`config.mk`:
```
export PLATFORM = sky130hd
export DESIGN_NAME = efds_decay
export DESIGN_NICKNAME = d
export VERILOG_FILES = /design/src/rtl/core/event_frame_decay_store_defines.svh /design/src/rtl/core/efds_pkg.sv /design/src/rtl/core/efds_decay.sv
export SDC_FILE = /design/constraint.sdc
export NUM_CORES = 1
export LEC_CHECK = 0
export ABC_AREA = 1
export BUFFER_PORTS_ARGS = -buffer_cell sky130_fd_sc_hd__buf_2
export CELL_PAD_IN_SITES_DETAIL_PLACEMENT = 1
export CELL_PAD_IN_SITES_GLOBAL_PLACEMENT = 1
export CORE_AREA = 2 2 109 111
export DETAILED_ROUTE_END_ITERATION = 12
export DIE_AREA = 0 0 111 113
export PLACE_DENSITY_LB_ADDON = 0.1
export SYNTH_ARGS = -nofsm -noshare
export SYNTH_HDL_FRONTEND = slang
export SYNTH_SLANG_ARGS = --single-unit
```
`constraint.sdc`:
```
create_clock -name vclk -period 3.6
set_input_delay 0.36 -clock vclk [all_inputs]
set_output_delay 0.36 -clock vclk [all_outputs]
set_load 0.03 [all_outputs]
```
`src/rtl/core/event_frame_decay_store_defines.svh`:
```
// Assertion macros for the frame store module.
`ifndef EVENT_FRAME_DECAY_STORE_DEFINES_SVH
`define EVENT_FRAME_DECAY_STORE_DEFINES_SVH

// Checked on every rising edge outside of reset.
`define EFDS_ASSERT(lbl, prop, msg) \
   lbl: assert property (@(posedge clock) disable iff (reset) prop) else $error(msg);

// Checked on every rising edge, reset included.
`define EFDS_ASSERT_ALWAYS(lbl, prop, msg) \
   lbl: assert property (@(posedge clock) prop) else $error(msg);

`endif

```
`src/rtl/core/efds_pkg.sv`:
```
package efds_pkg;

   localparam int COORD_W = 7;
   localparam int RGB_W   = 24;
   localparam int CH_W    = 8;
   localparam int CSR_IDX_W = 2;

   localparam logic [RGB_W-1:0] ON_COLOR_RESET  = 24'hFFFFFF;
   localparam logic [RGB_W-1:0] OFF_COLOR_RESET = 24'h000000;
   localparam logic [RGB_W-1:0] MID_COLOR_RESET = 24'h808080;
   localparam logic [CH_W-1:0]  DECAY_STEP_RESET = 8'd24;

   localparam logic REQ_EVENT = 1'b0;
   localparam logic REQ_DECAY = 1'b1;

   localparam logic [CSR_IDX_W-1:0] CSR_ON_COLOR   = 2'd0;
   localparam logic [CSR_IDX_W-1:0] CSR_OFF_COLOR  = 2'd1;
   localparam logic [CSR_IDX_W-1:0] CSR_MID_COLOR  = 2'd2;
   localparam logic [CSR_IDX_W-1:0] CSR_DECAY_STEP = 2'd3;

   typedef enum logic [1:0] {
      ST_CLEAR,
      ST_RUN,
      ST_DECAY
   } state_type;

endpackage

```
`src/rtl/core/efds_decay.sv`:
```
module efds_decay (
   input  logic [efds_pkg::RGB_W-1:0] cur_rgb,
   input  logic [efds_pkg::RGB_W-1:0] mid_rgb,
   input  logic [efds_pkg::CH_W-1:0]  step,
   output logic [efds_pkg::RGB_W-1:0] new_rgb
);

   localparam int NCH = efds_pkg::RGB_W / efds_pkg::CH_W;

   // A channel moves by the step toward the target and stops on it.
   function automatic logic [efds_pkg::CH_W-1:0] step_channel(
      input logic [efds_pkg::CH_W-1:0] cur,
      input logic [efds_pkg::CH_W-1:0] tgt,
      input logic [efds_pkg::CH_W-1:0] dlt
   );
      logic [efds_pkg::CH_W:0] tgt_plus;
      logic [efds_pkg::CH_W:0] cur_plus;
      logic [efds_pkg::CH_W-1:0] res;
      tgt_plus = {1'b0, tgt} + {1'b0, dlt};
      cur_plus = {1'b0, cur} + {1'b0, dlt};
      if ({1'b0, cur} >= tgt_plus) begin
         res = cur - dlt;
      end else if (cur_plus <= {1'b0, tgt}) begin
         res = cur_plus[efds_pkg::CH_W-1:0];
      end else begin
         res = tgt;
      end
      return res;
   endfunction

   always_comb begin
      for (int i = 0; i < NCH; i++) begin
         new_rgb[i*efds_pkg::CH_W +: efds_pkg::CH_W] =
            step_channel(cur_rgb[i*efds_pkg::CH_W +: efds_pkg::CH_W],
                         mid_rgb[i*efds_pkg::CH_W +: efds_pkg::CH_W], step);
      end
   end

endmodule

```
==> metrics.md, run 1 <==
| Metric | Value |
|---|---|
| Outcome | finished clean |
| Slowest-stage cell, CP | ha_1 |
| Synth-to-Final Area Change | 30.97% |
| Synth unique cells | 38 |
| Hold Crit Class | in -> out |
| Wirelength per Cell | 17.41 µm |
| Crit-path max cell delay | 0.37 ns |
| FMAX | 283.2 MHz |
| Worst-path cell chain | buf_2, buf_4, ha_1, a21oi_1, nand2_2, buf_4, xor2_1, ha_1, a21o_1, nor2_1, o21ai_1, nand2_1, nand2_1, nand2_1, nand2_2, nand2_4, buf_8, nand3_1, nand2_1, buf_6 |
| Share of post-route cells with drive strength above 1 | 30.97% |
| Crit path buf inv count | 5 |
| Nets | 1046 |
| Simple-gate share of the synthesized area | 31.85% |
| Critical-path maximum fanout | 7 |
| Data arrival, critical path | 3.17 ns |
| Max transition margin | 71.75% |
| Seq pwr share | 0% |
| Via Count | 5361 |
| Syn_nets | 923 |
| Row count | 39 |
| Largest family of logic cells by synthesized area | adder cells |
| # clk buffers | 0 |
| Mapped Area | 4711 µm² |
| Final worst path period share | 98.07% |
| Boundary pin count | 80 |
| Setup TNS | 0 ns |
| Vias in the first global route | 5537 |
| Hold_sp | mid_rgb[16] |
| Average vias per placed instance | 5.334 |
| Internal | 0.0007488 W |
| Gpl congestion | 0.8793 |
| Sequential cell count | 0 |
| Worst vdd ir | 0.2837 mV |
| PortBufs | 80 |
| Final setup vio count | 0 |
| Switching Share | 60.56% |
| Final worst setup slack | 0.06954 ns |
| DRC viols | 0 |
| Tmin final | 3.530 ns |
| First-pass GRT wire length | 26890 µm |
| Initial Util | 41.79% |
| Delay-heaviest family, CP | simple AND/OR/NAND/NOR gates |
| CP Launch Type | primary input |
| Cell Count, Final, Fillers Out | 1005 |
| 1st-iter DRT viols | 230 |
| Reg area | 0 µm² |
| PD cells | 307.7 nW/µm² |
| Most used cell, CP | nand2_1 |
| Compound-Gate Fraction of Synth Area | 12.99% |
| Yosys warning total | 0 |
| Max-cap violations | 0 |
| WHS | 1.146 ns |
| Gr usage total | 25.93% |
| Die area | 12540 µm² |
| DP Worst Slack | -0.1387 ns |
| Hold path cells | 4 |
| Static Leakage | 3.444 nW |
| Mapped Cells | 741 |
| Initial antenna violation count | 0 |
| Final Hold Vio Count | 0 |
| Hold EP | new_rgb[16] |
| Synth Area in XOR/XNOR | 8.367% |
| DP HPWL | 14790 µm |
| Slew Limit Fails | 0 |
| Crit path required time | 3.24 ns |
| Post-route ant nets | 0 |
| Slew @ Worst Pin | 0.4238 ns |
| P_sw | 0.001150 W |
| DR pass1 iterations | 4 |
| Mux share of post-synthesis cell area | 0% |
| Core area | 11270 µm² |
| ANT cells | 0 |
| Die width | 111 µm |
| Worst setup EP type | output pin |
| Mean post-synth cell area | 6.357 µm² |
| Clock power share | 0% |
| GRT overflow | 0 |
| Post-layout util | 54.73% |
| Register area share after synthesis | 0% |
| Post-synthesis adder-cell area fraction | 34.90% |
| Placed Cells | 989 |
| Die Span Y | 113 µm |
| Logic pwr share | 100.0% |
| Final WL | 17500 µm |
| Setup CP Type | in -> out |
| Largest net degree at the start of global routing | 13 |
-- metal layers --
layer / up-vias / global-route usage, % / share of wire, %
li1: 2667 / - / -
met1: 2559 / 32.03 / 42
met2: 105 / 50.59 / 52
met3: 30 / 1.500 / 3.9
met4: 0 / 3.583 / 2.0
met5: - / 0 / 0
-- worst max path at each step --
stage | startpoint | slack [ns] | to | cells after the start
after global placement | step[0] | -0.02 | new_rgb[8] | 22
after detailed placement | step[0] | -0.14 | new_rgb[23] | 23
final | step[3] | 0.07 | new_rgb[3] | 20
after global routing | step[3] | -0.1 | new_rgb[3] | 21
after floorplan | cur_rgb[16] | 0.34 | new_rgb[17] | 21
after CTS | step[0] | -0.01 | new_rgb[23] | 23
-- synthesized netlist by cell type, drive strengths merged --
cell type	number	area, µm²
nor2	32	151.4
or2	2	12.51
a21oi	72	367.9
a21o	2	15.01
xor2	32	280.3
inv	130	488.0
o21bai	2	15.01
o311ai	2	17.52
buf	11	67.56
a21boi	1	7.510
o21ai	18	97.59
ha	117	1464
nand4	13	81.33
o21a	1	7.510
o211ai	4	30.03
fa	9	180.2
clkinv	1	5.000
xnor2	13	113.9
nand3	70	380.4
nand2	193	788.3
o31ai	4	53.80
nand3b	2	15.01
nor3	10	71.32
-- area by class of cell --
cell class | count | area (µm²)
Multi-Input combinational cell | 604 | 4572
Inverter | 131 | 495.5
Timing Repair Buffer | 127 | 923.4
Tap cell | 143 | 178.9
Fill cell | 1531 | 5102
-- timing repair --
item | 4_1_cts | 5_1_grt
hold buffers | 0 | 0
resized for setup | 23 | 137
setup endpoints to repair | 24 | 24
pin swaps | 4 | 40
gates cloned | 0 | 5
buffers inserted | 1 | 10
-- metrics by stage --
stage	total power (W)	area (µm²)
after floorplan	0.001093	4711
after global placement	0.001517	5530
after detailed placement	0.001580	5530
after CTS	0.001625	5599
after global routing	0.002084	6170
final	0.001899	6170
-- power groups by stage --
stage	combinational [W]	clock, W	sequential, W
after floorplan	0.00109	0	0
after global placement	0.00152	0	0
after detailed placement	0.00158	0	0
after CTS	0.00162	0	0
after global routing	0.00208	0	0
final	0.00190	0	0
-- kinds of logic after synthesis --
kind of cell	count (synthesis)
buffers and inverters	142
XOR/XNOR	45
AO/OA/AOI/OAI	106
AND/OR/NAND/NOR	322
adder cells (fa/ha/maj)	126
-- layout by cell type, fill, tap and decap left out, types with 5 or more instances in the layout --
cell       n
a21oi_1   67
a21oi_2    5
buf_2     54
buf_4     51
buf_6     16
fa_2       6
ha_1     106
ha_4       7
inv_1    106
inv_2     23
nand2_1  147
nand2_2   40
nand2_4   10
nand3_1   56
nand3_2   13
nand4_1   13
nor2_1    25
nor3_1     7
o21ai_1   10
xnor2_1   13
xor2_1    25
xor2_2     7
Power figures use the tool's default switching activity.
==> run 2, diff against run 1 <==
--- a/config.mk
+++ b/config.mk
@@ -12,6 +12,7 @@
 export CORE_AREA = 2 2 109 111
 export DETAILED_ROUTE_END_ITERATION = 12
 export DIE_AREA = 0 0 111 113
+export MAX_ROUTING_LAYER = met4
 export PLACE_DENSITY_LB_ADDON = 0.1
 export SYNTH_ARGS = -nofsm -noshare
 export SYNTH_HDL_FRONTEND = slang
==> metrics.md, run 2 (synthesis results as in run 1) <==
| Metric | Value |
|---|---|
| Outcome | finished clean |
| 1st-iter DRT viols | 170 (-26%) |
| Most used cell, CP | nand2_1 |
| CTS Hold Bufs | 0 (unchanged) |
| Final setup vio count | 0 (unchanged) |
| DRC viols | 0 (unchanged) |
| Die Span Y | 113 µm (unchanged) |
| Die width | 111 µm (unchanged) |
| Max-cap violations | 0 (unchanged) |
| Data arrival, critical path | 3.20 ns (+0.03 ns) |
| Synth-to-Final Area Change | 30.39% |
| FMAX | 280.8 MHz (-0.86%) |
| Setup CP Type | in -> out |
| PD cells | 308.5 nW/µm² (+0.23%) |
| Reg area | 0 µm² (unchanged) |
| Worst setup EP type | output pin |
| Via Count | 5402 (+0.76%) |
| Row count | 39 (unchanged) |
| Static Leakage | 3.445 nW (about the same) |
| Crit-path max cell delay | 0.41 ns (+0.04 ns) |
| Final worst path period share | 98.92% (+0.85 points) |
| CP Launch Type | primary input |
| Final Hold Vio Count | 0 (unchanged) |
| Initial antenna violation count | 0 (unchanged) |
| # clk buffers | 0 (unchanged) |
| Most frequent cells in the layout | nand2_1 (157), inv_1 (107), ha_1 (107) |
| Slew @ Worst Pin | 0.4163 ns (-0.007452 ns) |
| Largest net degree at the start of global routing | 11 (-2) |
| Placed Cells | 991 (+0.20%) |
| DR pass1 iterations | 4 (unchanged) |
| DP HPWL | 14940 µm (+1.0%) |
| Wirelength per Cell | 17.59 µm (+1.0%) |
| Slew Limit Fails | 0 (unchanged) |
| Sequential cell count | 0 (unchanged) |
| Overall power | 0.001895 W (-0.21%) |
| Slowest-stage cell, CP | ha_2 |
| Boundary pin count | 80 (unchanged) |
| Hold path cells | 4 (unchanged) |
| PortBufs | 80 (unchanged) |
| Nets | 1052 (+0.57%) |
| Worst vdd ir | 0.2757 mV (-2.9%) |
| Final WL | 17780 µm (+1.7%) |
| RSZ-0062 raised after global routing | yes |
| Gpl congestion | 0.9049 (+2.9%) |
| Hold Crit Class | in -> out |
| Vias in the first global route | 5750 (+3.8%) |
| Cell Count, Final, Fillers Out | 1011 (+0.60%) |
| Crit path required time | 3.24 ns (about the same) |
| Commonest non-fill, non-tap cell in the layout | nand2_1 |
| Critical-path maximum fanout | 9 (+2) |
| ANT cells | 0 (unchanged) |
| Initial Util | 41.79% (unchanged) |
| Post-route ant nets | 0 (unchanged) |
| Max transition margin | 72.24% (+0.50 points) |
| Share of post-route cells with drive strength above 1 | 29.72% (-1.3 points) |
| Die area | 12540 µm² (unchanged) |
| Tmin final | 3.561 ns (+0.03051 ns) |
| First-pass GRT wire length | 27600 µm (+2.6%) |
| WHS | 1.136 ns (-0.009330 ns) |
| Worst-path cell chain | clkbuf_4, inv_2, ha_2, inv_2, nand2_1, nand2_1, a21oi_1, o21ai_1, xor2_1, inv_1, ha_1, nand2_2, nor2_4, a21boi_2, nand2_1, nand2_1, nand2_2, nand2_4, nand2_4, nand2_1, nand2_1, nand2_1, clkbuf_4 |
| GRT overflow | 0 (unchanged) |
| Core area | 11270 µm² (unchanged) |
| Average vias per placed instance | 5.343 (+0.17%) |
| Gr usage total | 27.36% (+1.4 points) |
## run 2: where the power goes
part | switching (W) | internal (W)
clock | 0 | 0
sequential | 0 | 0
combinational | 0.00115 | 0.000744
total | 0.00115 | 0.000744
## run 2: worst max-delay path: cells and delay by family
family	cells	cell delay (ns)
AND/OR/NAND/NOR	12	0.98
adder cells (fa/ha/maj)	2	0.70
buffers and inverters	5	0.59
XOR/XNOR	1	0.22
AO/OA/AOI/OAI	3	0.33
## run 2: path summary, 6_finish.rpt
path                   startpoint     endpoint  slack, ns
worst min-delay path  mid_rgb[16]  new_rgb[16]       1.14
worst max-delay path      step[2]  new_rgb[16]       0.04
## run 2: layer usage
| layer | part of all wire (%) | track usage [%] | up-vias |
|---|---|---|---|
| li1 | - | - | 2680 |
| met1 | 42 | 32.91 | 2557 |
| met2 | 52 | 51.17 | 122 |
| met3 | 2.6 | 0.6427 | 43 |
| met4 | 2.7 | 6.250 | 0 |
| met5 | 0 | - | - |
## run 2: area by class of cell
cell class / instances / area [µm²]
fill: 1518 / 5130
multi-input combinational: 603 / 4524
timing repair buffer: 134 / 943.4
inverter: 131 / 495.5
tap: 143 / 178.9
## run 2: repair_timing
action,CTS,global route
gates resized for setup,26,107
gates cloned,0,4
endpoints found under the hold margin,0,0
buffers inserted,4,12
pin swaps,6,42
setup endpoints to repair,24,24
## run 2: metrics by stage
step	utilization (%)	worst slack [ns]	TNS [ns]	area, µm²
2_1_floorplan	-	0.3376	0	4711
3_3_place_gp	48.97	-0.03257	-0.1902	5520
3_5_place_dp	48.97	-0.1403	-1.868	5520
4_1_cts	50.04	0.0002778	0	5640
5_1_grt	54.49	-0.1656	-1.709	6142
6_report	54.49	0.03903	0	6142
